## config.mk

```make
export PLATFORM = sky130hd
export DESIGN_NAME = cfp_dp
export DESIGN_NICKNAME = d
export VERILOG_FILES = /design/src/cfp_pkg.sv /design/src/cfp_div.sv /design/src/cfp_dp.sv
export SDC_FILE = /design/constraint.sdc
export NUM_CORES = 2
export LEC_CHECK = 0
export BUFFER_PORTS_ARGS = -buffer_cell sky130_fd_sc_hd__buf_4
export CORE_MARGIN = 2
export CORE_UTILIZATION = 50
export CTS_BUF_LIST = sky130_fd_sc_hd__clkbuf_16
export DETAILED_ROUTE_END_ITERATION = 10
export HOLD_SLACK_MARGIN = 0.02
export PLACE_DENSITY_LB_ADDON = 0.1
export SYNTH_ARGS = -nofsm -noshare
export SYNTH_HDL_FRONTEND = slang
export SYNTH_HIERARCHICAL = 1
export SYNTH_SLANG_ARGS = --single-unit
```

## constraint.sdc

```tcl
create_clock -name clk -period 22.7 [get_ports clk]
set_input_delay 1.135 -clock clk [delete_from_list [all_inputs] [get_ports clk]]
set_output_delay 1.135 -clock clk [all_outputs]
set_load 0.02 [all_outputs]
```

## src/cfp_pkg.sv

```systemverilog
// ----------------------------------------------------------------------------
// cfp_pkg: shared definitions for the float calculator with prime test
// Operation and status codes, controller states and the command and status
// bundles that pass between the controller and the datapath.
// ----------------------------------------------------------------------------
package cfp_pkg;

  // Operation codes carried by an input item.
  localparam logic [2:0] OP_ADD   = 3'd1;
  localparam logic [2:0] OP_SUB   = 3'd2;
  localparam logic [2:0] OP_MUL   = 3'd3;
  localparam logic [2:0] OP_DIV   = 3'd4;
  localparam logic [2:0] OP_MOD   = 3'd5;
  localparam logic [2:0] OP_PRIME = 3'd6;

  // Status codes of a result item.
  localparam logic [1:0] STAT_OK      = 2'd0;
  localparam logic [1:0] STAT_INVALID = 2'd1;
  localparam logic [1:0] STAT_MODZERO = 2'd2;

  // Iteration counts of the shared divider.
  localparam logic [5:0] DIV_CNT_INT = 6'd32;
  localparam logic [5:0] DIV_CNT_FLT = 6'd27;

  // Exponent limits used by normalization and rounding, and exponent offsets of multiply and divide.
  localparam logic signed [10:0] E_COLLAPSE = -11'sd30;
  localparam logic signed [10:0] E_MAX      = 11'sd255;
  localparam logic signed [10:0] E_BIAS     = 11'sd127;
  localparam logic signed [10:0] E_DIV_ADJ  = 11'sd126;

  // First trial divisor of the prime test and its square.
  localparam logic [15:0] PRIME_FIRST    = 16'd2;
  localparam logic [32:0] PRIME_FIRST_SQ = 33'd4;

  typedef enum logic [4:0] {
    DP_NOP,
    DP_LOAD,
    DP_DECODE,
    DP_PRENORM,
    DP_ADD,
    DP_MUL,
    DP_MULM,
    DP_FDIV_START,
    DP_FDIV_FIN,
    DP_NORM,
    DP_ROUND,
    DP_MOD_START,
    DP_MOD_FIN,
    DP_PTEST,
    DP_PDIV_START,
    DP_PCHECK,
    DP_PUBLISH
  } dp_op_t;

  typedef struct packed {
    dp_op_t op;
  } dp_cmd_t;

  typedef struct packed {
    logic [2:0] op;
    logic       special;
    logic       ty_zero;
    logic       ty_m1;
    logic       tx_small;
    logic       pre_done;
    logic       norm_done;
    logic       div_busy;
    logic       sq_over;
    logic       rem_zero;
  } dp_stat_t;

  typedef enum logic [4:0] {
    S_IDLE,
    S_DECODE,
    S_PRENORM,
    S_ADD,
    S_MUL,
    S_MULM,
    S_FDIV_START,
    S_FDIV_WAIT,
    S_FDIV_FIN,
    S_NORM,
    S_ROUND,
    S_MOD_START,
    S_MOD_WAIT,
    S_MOD_FIN,
    S_PTEST,
    S_PDIV_START,
    S_PDIV_WAIT,
    S_PCHECK,
    S_DONE
  } ctrl_state_t;

endpackage

```

## src/cfp_div.sv

```systemverilog
// ----------------------------------------------------------------------------
// cfp_div: shared iterative restoring divider
// One quotient bit per cycle; the partial remainder may be preloaded.
// ----------------------------------------------------------------------------
module cfp_div (
  input  logic        clk,
  input  logic        rst_n,
  input  logic        start,
  input  logic [31:0] r0,
  input  logic [31:0] dvd,
  input  logic [31:0] dvs,
  input  logic [5:0]  cnt,
  output logic        busy,
  output logic [31:0] quo,
  output logic [31:0] rem
);

  logic [5:0]  cnt_r;
  logic [31:0] rem_r, dvd_r, dvs_r, quo_r;
  logic [32:0] trial;
  logic        ge;
  logic [31:0] rem_nxt;

  always_comb begin
    trial   = {rem_r, dvd_r[31]};
    ge      = trial >= {1'b0, dvs_r};
    rem_nxt = ge ? 32'(trial - {1'b0, dvs_r}) : trial[31:0];
  end

  always_ff @(posedge clk) begin
    if (!rst_n) begin
      cnt_r <= 6'd0;
    end else if (start) begin
      cnt_r <= cnt;
    end else if (cnt_r != 6'd0) begin
      cnt_r <= cnt_r - 6'd1;
    end
  end

  always_ff @(posedge clk) begin
    if (start) begin
      rem_r <= r0;
      dvd_r <= dvd;
      dvs_r <= dvs;
      quo_r <= 32'd0;
    end else if (cnt_r != 6'd0) begin
      rem_r <= rem_nxt;
      dvd_r <= {dvd_r[30:0], 1'b0};
      quo_r <= {quo_r[30:0], ge};
    end
  end

  assign busy = cnt_r != 6'd0;
  assign quo  = quo_r;
  assign rem  = rem_r;

endmodule

```

## src/cfp_dp.sv

```systemverilog
// ----------------------------------------------------------------------------
// cfp_dp: calculator datapath
// Operand registers, float align/add, multiply, normalize and round steps,
// integer truncation, prime test counters, the shared divider and the result registers.
// ----------------------------------------------------------------------------
module cfp_dp (
  input  logic               clk,
  input  logic               rst_n,
  input  cfp_pkg::dp_cmd_t   cmd,
  input  logic [2:0]         in_cmd,
  input  logic [31:0]        in_a,
  input  logic [31:0]        in_b,
  output cfp_pkg::dp_stat_t  stat,
  output logic [31:0]        float_result,
  output logic signed [31:0] int_result,
  output logic               is_prime,
  output logic [30:0]        smallest_factor,
  output logic [30:0]        cofactor,
  output logic [1:0]         status
);

  // Truncate toward zero with saturation; NaN gives zero.
  function automatic logic [31:0] trunc_sat(input logic [31:0] f);
    logic [7:0]  e;
    logic [31:0] m;
    logic [31:0] mag;
    logic [7:0]  sh;
    e   = f[30:23];
    m   = {8'd0, 1'b1, f[22:0]};
    mag = 32'd0;
    sh  = 8'd0;
    if (e == 8'hFF && f[22:0] != 23'd0) begin
      trunc_sat = 32'd0;
    end else if (e >= 8'd158) begin
      trunc_sat = f[31] ? 32'h8000_0000 : 32'h7FFF_FFFF;
    end else if (e < 8'd127) begin
      trunc_sat = 32'd0;
    end else begin
      if (e >= 8'd150) begin
        sh  = e - 8'd150;
        mag = m << sh[4:0];
      end else begin
        sh  = 8'd150 - e;
        mag = m >> sh[4:0];
      end
      trunc_sat = f[31] ? 32'd0 - mag : mag;
    end
  endfunction

  logic [2:0]  op_r;
  logic [31:0] a_r, b_r;
  logic [31:0] fres_r, ires_r;
  logic        prime_r;
  logic [30:0] fac_r, cof_r;
  logic [1:0]  stat_r;
  logic [31:0] o_fres_r, o_ires_r;
  logic        o_prime_r;
  logic [30:0] o_fac_r, o_cof_r;
  logic [1:0]  o_stat_r;

  logic [23:0]        pa_m_r, pb_m_r;
  logic signed [10:0] pa_e_r, pb_e_r;
  logic [47:0]        p_r;
  logic [27:0]        m_r;
  logic signed [10:0] e_r;
  logic               rs_r;
  logic [15:0]        i_r;
  logic [32:0]        sq_r;

  // Operand fields.
  logic       sa, sb, sbe;
  logic [7:0] ea, eb;
  logic       a_nan, b_nan, a_inf, b_inf, a_zero, b_zero;
  logic       spec;
  logic [31:0] spec_val;
  logic       is_float_op;

  always_comb begin
    sa     = a_r[31];
    sb     = b_r[31];
    ea     = a_r[30:23];
    eb     = b_r[30:23];
    sbe    = (op_r == cfp_pkg::OP_SUB) ? ~sb : sb;
    a_nan  = ea == 8'hFF && a_r[22:0] != 23'd0;
    b_nan  = eb == 8'hFF && b_r[22:0] != 23'd0;
    a_inf  = ea == 8'hFF && a_r[22:0] == 23'd0;
    b_inf  = eb == 8'hFF && b_r[22:0] == 23'd0;
    a_zero = a_r[30:0] == 31'd0;
    b_zero = b_r[30:0] == 31'd0;
    is_float_op = op_r == cfp_pkg::OP_ADD || op_r == cfp_pkg::OP_SUB ||
                  op_r == cfp_pkg::OP_MUL || op_r == cfp_pkg::OP_DIV;
  end

  // Special operands: NaN propagation, infinities and zeros.
  always_comb begin
    spec     = 1'b0;
    spec_val = 32'd0;
    if (a_nan) begin
      spec     = 1'b1;
      spec_val = a_r | 32'h0040_0000;
    end else if (b_nan) begin
      spec     = 1'b1;
      spec_val = b_r | 32'h0040_0000;
    end else begin
      case (op_r)
        cfp_pkg::OP_ADD, cfp_pkg::OP_SUB: begin
          if (a_inf && b_inf && sa != sbe) begin
            spec     = 1'b1;
            spec_val = 32'hFFC0_0000;
          end else if (a_inf) begin
            spec     = 1'b1;
            spec_val = a_r;
          end else if (b_inf) begin
            spec     = 1'b1;
            spec_val = {sbe, 8'hFF, 23'd0};
          end
        end
        cfp_pkg::OP_MUL: begin
          if ((a_inf && b_zero) || (a_zero && b_inf)) begin
            spec     = 1'b1;
            spec_val = 32'hFFC0_0000;
          end else if (a_inf || b_inf) begin
            spec     = 1'b1;
            spec_val = {sa ^ sb, 8'hFF, 23'd0};
          end else if (a_zero || b_zero) begin
            spec     = 1'b1;
            spec_val = {sa ^ sb, 31'd0};
          end
        end
        cfp_pkg::OP_DIV: begin
          if ((a_inf && b_inf) || (a_zero && b_zero)) begin
            spec     = 1'b1;
            spec_val = 32'hFFC0_0000;
          end else if (a_inf || b_zero) begin
            spec     = 1'b1;
            spec_val = {sa ^ sb, 8'hFF, 23'd0};
          end else if (b_inf || a_zero) begin
            spec     = 1'b1;
            spec_val = {sa ^ sb, 31'd0};
          end
        end
        default: begin
          spec = 1'b0;
        end
      endcase
    end
  end

  // Integer views of the operands.
  logic [31:0] tx, ty, ax, ay;
  always_comb begin
    tx = trunc_sat(a_r);
    ty = trunc_sat(b_r);
    ax = tx[31] ? 32'd0 - tx : tx;
    ay = ty[31] ? 32'd0 - ty : ty;
  end

  // Align and add: the larger magnitude sets the exponent.
  logic        a_big, eff_sub, sx;
  logic [7:0]  ex, ey, dexp;
  logic [23:0] mx, my;
  logic [4:0]  dsat;
  logic [27:0] mx_full, my_full, my_al, sum;
  logic [55:0] wide;

  always_comb begin
    a_big   = a_r[30:0] >= b_r[30:0];
    ex      = a_big ? ea : eb;
    ey      = a_big ? eb : ea;
    mx      = a_big ? {ea != 8'd0, a_r[22:0]} : {eb != 8'd0, b_r[22:0]};
    my      = a_big ? {eb != 8'd0, b_r[22:0]} : {ea != 8'd0, a_r[22:0]};
    sx      = a_big ? sa : sbe;
    if (ex == 8'd0) ex = 8'd1;
    if (ey == 8'd0) ey = 8'd1;
    dexp    = ex - ey;
    dsat    = (dexp > 8'd28) ? 5'd28 : dexp[4:0];
    mx_full = {1'b0, mx, 3'b000};
    my_full = {1'b0, my, 3'b000};
    wide    = {my_full, 28'd0} >> dsat;
    my_al   = {wide[55:29], wide[28] | (|wide[27:0])};
    eff_sub = sa ^ sbe;
    sum     = eff_sub ? mx_full - my_al : mx_full + my_al;
  end

  // One normalization step per cycle.
  logic [27:0]        m_nxt;
  logic signed [10:0] e_nxt;
  logic               norm_done;

  always_comb begin
    m_nxt     = m_r;
    e_nxt     = e_r;
    norm_done = 1'b0;
    if (m_r[27]) begin
      m_nxt = {1'b0, m_r[27:2], m_r[1] | m_r[0]};
      e_nxt = e_r + 11'sd1;
    end else if (e_r < cfp_pkg::E_COLLAPSE) begin
      m_nxt = {27'd0, |m_r};
      e_nxt = 11'sd1;
    end else if (e_r < 11'sd1) begin
      m_nxt = {1'b0, m_r[27:2], m_r[1] | m_r[0]};
      e_nxt = e_r + 11'sd1;
    end else if (!m_r[26] && e_r > 11'sd1 && m_r != 28'd0) begin
      m_nxt = {m_r[26:0], 1'b0};
      e_nxt = e_r - 11'sd1;
    end else begin
      norm_done = 1'b1;
    end
  end

  // Round to nearest even and pack.
  logic               inc;
  logic [24:0]        r25;
  logic [23:0]        mant;
  logic signed [10:0] ef;
  logic [31:0]        rnd_val;

  always_comb begin
    inc = m_r[2] & (m_r[3] | m_r[1] | m_r[0]);
    r25 = {1'b0, m_r[26:3]} + {24'd0, inc};
    if (r25[24]) begin
      mant = r25[24:1];
      ef   = e_r + 11'sd1;
    end else begin
      mant = r25[23:0];
      ef   = e_r;
    end
    if (ef >= cfp_pkg::E_MAX) begin
      rnd_val = {rs_r, 8'hFF, 23'd0};
    end else begin
      rnd_val = {rs_r, mant[23] ? ef[7:0] : 8'h00, mant[22:0]};
    end
  end

  // Shared divider.
  logic        div_start, div_busy;
  logic [31:0] div_r0, div_d, div_v, div_quo, div_rem;
  logic [5:0]  div_cnt;

  always_comb begin
    div_start = 1'b0;
    div_r0    = 32'd0;
    div_d     = 32'd0;
    div_v     = 32'd0;
    div_cnt   = cfp_pkg::DIV_CNT_INT;
    case (cmd.op)
      cfp_pkg::DP_FDIV_START: begin
        div_start = 1'b1;
        div_r0    = {9'd0, pa_m_r[23:1]};
        div_d     = {pa_m_r[0], 31'd0};
        div_v     = {8'd0, pb_m_r};
        div_cnt   = cfp_pkg::DIV_CNT_FLT;
      end
      cfp_pkg::DP_MOD_START: begin
        div_start = 1'b1;
        div_d     = ax;
        div_v     = ay;
      end
      cfp_pkg::DP_PDIV_START: begin
        div_start = 1'b1;
        div_d     = {1'b0, tx[30:0]};
        div_v     = {16'd0, i_r};
      end
      default: begin
        div_start = 1'b0;
      end
    endcase
  end

  cfp_div u_div (
    .clk   (clk),
    .rst_n (rst_n),
    .start (div_start),
    .r0    (div_r0),
    .dvd   (div_d),
    .dvs   (div_v),
    .cnt   (div_cnt),
    .busy  (div_busy),
    .quo   (div_quo),
    .rem   (div_rem)
  );

  always_ff @(posedge clk) begin
    case (cmd.op)
      cfp_pkg::DP_LOAD: begin
        op_r    <= in_cmd;
        a_r     <= in_a;
        b_r     <= in_b;
        fres_r  <= 32'd0;
        ires_r  <= 32'd0;
        prime_r <= 1'b0;
        fac_r   <= 31'd0;
        cof_r   <= 31'd0;
        stat_r  <= cfp_pkg::STAT_OK;
      end
      cfp_pkg::DP_DECODE: begin
        pa_m_r <= {ea != 8'd0, a_r[22:0]};
        pb_m_r <= {eb != 8'd0, b_r[22:0]};
        pa_e_r <= signed'({3'b000, (ea == 8'd0) ? 8'd1 : ea});
        pb_e_r <= signed'({3'b000, (eb == 8'd0) ? 8'd1 : eb});
        i_r    <= cfp_pkg::PRIME_FIRST;
        sq_r   <= cfp_pkg::PRIME_FIRST_SQ;
        if (is_float_op) begin
          if (spec) begin
            fres_r <= spec_val;
          end
        end else if (op_r == cfp_pkg::OP_MOD) begin
          if (ty == 32'd0) begin
            stat_r <= cfp_pkg::STAT_MODZERO;
          end
        end else if (op_r == cfp_pkg::OP_PRIME) begin
          if ($signed(tx) <= 32'sd2) begin
            prime_r <= 1'b1;
          end
        end else begin
          stat_r <= cfp_pkg::STAT_INVALID;
        end
      end
      cfp_pkg::DP_PRENORM: begin
        if (!pa_m_r[23]) begin
          pa_m_r <= {pa_m_r[22:0], 1'b0};
          pa_e_r <= pa_e_r - 11'sd1;
        end
        if (!pb_m_r[23]) begin
          pb_m_r <= {pb_m_r[22:0], 1'b0};
          pb_e_r <= pb_e_r - 11'sd1;
        end
      end
      cfp_pkg::DP_ADD: begin
        m_r  <= sum;
        e_r  <= signed'({3'b000, ex});
        rs_r <= (sum == 28'd0) ? (sa & sbe) : sx;
      end
      cfp_pkg::DP_MUL: begin
        p_r <= pa_m_r * pb_m_r;
      end
      cfp_pkg::DP_MULM: begin
        m_r  <= {p_r[47:21], |p_r[20:0]};
        e_r  <= pa_e_r + pb_e_r - cfp_pkg::E_BIAS;
        rs_r <= sa ^ sb;
      end
      cfp_pkg::DP_FDIV_FIN: begin
        m_r  <= {div_quo[26:0], div_rem != 32'd0};
        e_r  <= pa_e_r - pb_e_r + cfp_pkg::E_DIV_ADJ;
        rs_r <= sa ^ sb;
      end
      cfp_pkg::DP_NORM: begin
        m_r <= m_nxt;
        e_r <= e_nxt;
      end
      cfp_pkg::DP_ROUND: begin
        fres_r <= rnd_val;
      end
      cfp_pkg::DP_MOD_FIN: begin
        ires_r <= tx[31] ? 32'd0 - div_rem : div_rem;
      end
      cfp_pkg::DP_PTEST: begin
        if (sq_r > {2'b00, tx[30:0]}) begin
          prime_r <= 1'b1;
        end
      end
      cfp_pkg::DP_PCHECK: begin
        if (div_rem == 32'd0) begin
          prime_r <= 1'b0;
          fac_r   <= {15'd0, i_r};
          cof_r   <= div_quo[30:0];
        end else begin
          i_r  <= i_r + 16'd1;
          sq_r <= sq_r + {16'd0, i_r, 1'b1};
        end
      end
      cfp_pkg::DP_PUBLISH: begin
        o_fres_r  <= fres_r;
        o_ires_r  <= ires_r;
        o_prime_r <= prime_r;
        o_fac_r   <= fac_r;
        o_cof_r   <= cof_r;
        o_stat_r  <= stat_r;
      end
      default: begin
      end
    endcase
  end

  always_comb begin
    stat.op        = op_r;
    stat.special   = spec;
    stat.ty_zero   = ty == 32'd0;
    stat.ty_m1     = ty == 32'hFFFF_FFFF;
    stat.tx_small  = $signed(tx) <= 32'sd2;
    stat.pre_done  = pa_m_r[23] & pb_m_r[23];
    stat.norm_done = norm_done;
    stat.div_busy  = div_busy;
    stat.sq_over   = sq_r > {2'b00, tx[30:0]};
    stat.rem_zero  = div_rem == 32'd0;
  end

  assign float_result    = o_fres_r;
  assign int_result      = signed'(o_ires_r);
  assign is_prime        = o_prime_r;
  assign smallest_factor = o_fac_r;
  assign cofactor        = o_cof_r;
  assign status          = o_stat_r;

endmodule

```

==> results.py <==
metrics = {
    "hold_path": {
        "whs_path_depth": 0,
        "hold_class": "reg2reg",
    },
    "clocking": {
        "cts_hold_buf": 0,
        "clk_latency_ns": 0.73,
        "cts-resized-gates": 0,
        "numCtsBuffers": 77,
        "post_cts_buffers": 0,
        "clockBufferDepth": 3,
        "cts_root_buf": "clkbuf_16",
        "cts_sinks": 635,
        "path_clk_slew_ns": 0.07,
        "cts_tree": "built",
        "h-tree-depth": 3,
    },
    "setup_path": {
        "crit_required_ns": 23.15,
        "cp-start-kind": "register",
        "worstPathArrival_ns": 14.09,
        "ff2ff_path_depth": 43,
        "slowest_delay_ns": 0.78,
        "critPathMaxFanout": 32,
        "crit_type": "reg2reg",
        "cp_slowest_cell": "a211oi_4",
        "end_kind": "register",
    },
    "timing": {
        "timing.max_slew.rel_slack_pct": 21.7,
        "setup_ws_ns": 9.06,
        "max_freq_mhz": 73.3,
        "final_max_slew_viol_count": 0,
        "finClkSkew_ns": 0.0694,
        "fin_crit_ns": 13.64,
        "fin_setup_tns_ns": 0,
        "rsz0062_at_grt": "false",
        "fin_crit_sh_pct": 60.1,
        "worstMarginPinSlew_ns": 1.16,
        "setup_viol": 0,
        "finalHoldViolations": 0,
    },
    "floorplan": {
        "die_area_um2": 137000,
        "start_util_pct": 50.3,
        "fp.dieW_um": 370,
        "design.core.area_um2": 133000,
        "io_pins": 215,
        "die_y_um": 370,
        "num_rows": 134,
    },
    "logic_synthesis": {
        "syn_area_um2": 67000,
        "postSynthCellCount": 7497,
        "syn_area_per_cell_um2": 8.94,
        "yosysWarnings": 6,
    },
    "pwr": {
        "pwr-share-clk_pct": 25.8,
        "power.share.sequential_pct": 31.1,
        "combinationalPowerShare_pct": 43.1,
        "p_sw_share_pct": 39.5,
        "p_int_mw": 3.19,
        "power.switching_mw": 2.08,
        "vdd_drop_max_mv": 0.0869,
        "power.density_nw_per_um2": 72.1,
        "leakagePower_nw": 30.2,
    },
    "finish": {
        "final_cell_mix": "nand2_1 (971), inv_1 (763), edfxtp_1 (598), nor2_1 (502), fa_1 (488)",
        "nNetsFinal": 8444,
        "fin_util_pct": 54.8,
        "final_common_cell": "nand2_1",
        "fillerInstances": 12016,
        "drive_above_1_share_pct": 9.58,
        "area_growth_pct": 9.07,
    },
    "route": {
        "routed_wl_um": 261000,
        "via_per_inst": 6.33,
        "wl_per_cell_um": 28.1,
        "via_count": 58921,
        "detail_route.first_pass.iterations": 9,
        "postRouteAntennaNets": 0,
        "post-route-drc-count": 0,
        "dr.first_iter.drc_count": 7244,
    },
    "global_routing": {
        "grtUsageTotal_pct": 37.8,
        "antenna_found_initial": 11,
        "grt_pass1_wl_um": 382000,
        "grt_max_degree": 76,
        "grt_pass1_vias": 57217,
        "grt.overflow.total": 0,
    },
    "run_status": {
        "status": "complete, no violations",
    },
    "placed_design": {
        "place_congestion": 1.05,
        "dp_slack_ns": 9.54,
        "place_hpwl_um": 198000,
        "place.port_buffers": 199,
    },
    "flow_run": {
        "drv_cap": 0,
    },
}
==> through the flow <==
stage	hold WS, ns	cell area [µm²]	cells	power (mW)
floorplan	0.400	67100	7521	3.23
global placement	0.400	70300	9163	3.85
detailed placement	0.405	70300	9163	3.87
CTS	0.418	73100	9306	5.26
global route	0.419	73100	9307	5.60
finish	0.414	73100	9309	5.27
==> sequential cells by signal, indices dropped and copies added, names as in the netlist, 24 cells and up <==
register and flops:
m_r 28, cof_r 31, u_div/quo 31, sq_r 33, a_r 32, float_result 32, u_div/rem 32, pb_m_r 24
u_div/dvd_r 32, u_div/dvs_r 32, cofactor 31, int_result 32, fres_r 32, ires_r 32, p_r 48, b_r 32
pa_m_r 24
==> metal layers <==
layer / up-vias / part of all wire (%) / track usage (%)
li1: 25976 / - / -
met1: 29164 / 40 / 50.5
met2: 3184 / 45 / 59.3
met3: 589 / 9.3 / 7.15
met4: 8 / 5.4 / 17.6
met5: - / 0.014 / 0
==> power groups by stage <==
stage / Clock, mW / Sequential (mW) / Combinational (mW)
after floorplan: 0 / 1.60 / 1.63
after global placement: 0 / 1.66 / 2.19
after detailed placement: 0 / 1.66 / 2.21
after CTS: 1.38 / 1.64 / 2.25
after global routing: 1.42 / 1.65 / 2.53
final: 1.36 / 1.64 / 2.27
==> path summary, 6_finish.rpt <==
check / slack, ns / endpoint / start
worst max register to register: 9.06 / rs_r / b_r[27]
worst min register to register: 0.41 / float_result[21] / fres_r[21]
worst max-delay path: 9.06 / rs_r / b_r[27]
worst min-delay path: 0.41 / float_result[21] / fres_r[21]
==> critical path, delay by kind of cell, from the launching register on <==
kind            cells  cell delay (ns)
flops               1             0.71
simple gates       12             2.95
mux                 2             0.34
compound gates     24             7.32
buf+inv             1             0.49
fa+ha+maj           4             1.54
==> final cells by class <==
cell class / instances / area [µm²] / area share, %
Multi-Input combinational cell: 5627 / 43700 / 59.8
Sequential cell: 635 / 18700 / 25.6
Timing Repair Buffer: 378 / 2840 / 3.88
Inverter: 755 / 2830 / 3.88
Tap cell: 1768 / 2210 / 3.03
Clock buffer: 77 / 1930 / 2.64
Clock inverter: 66 / 845 / 1.16
Antenna cell: 3 / 7.51 / 0.0103
(Power assumes the default switching activity.)
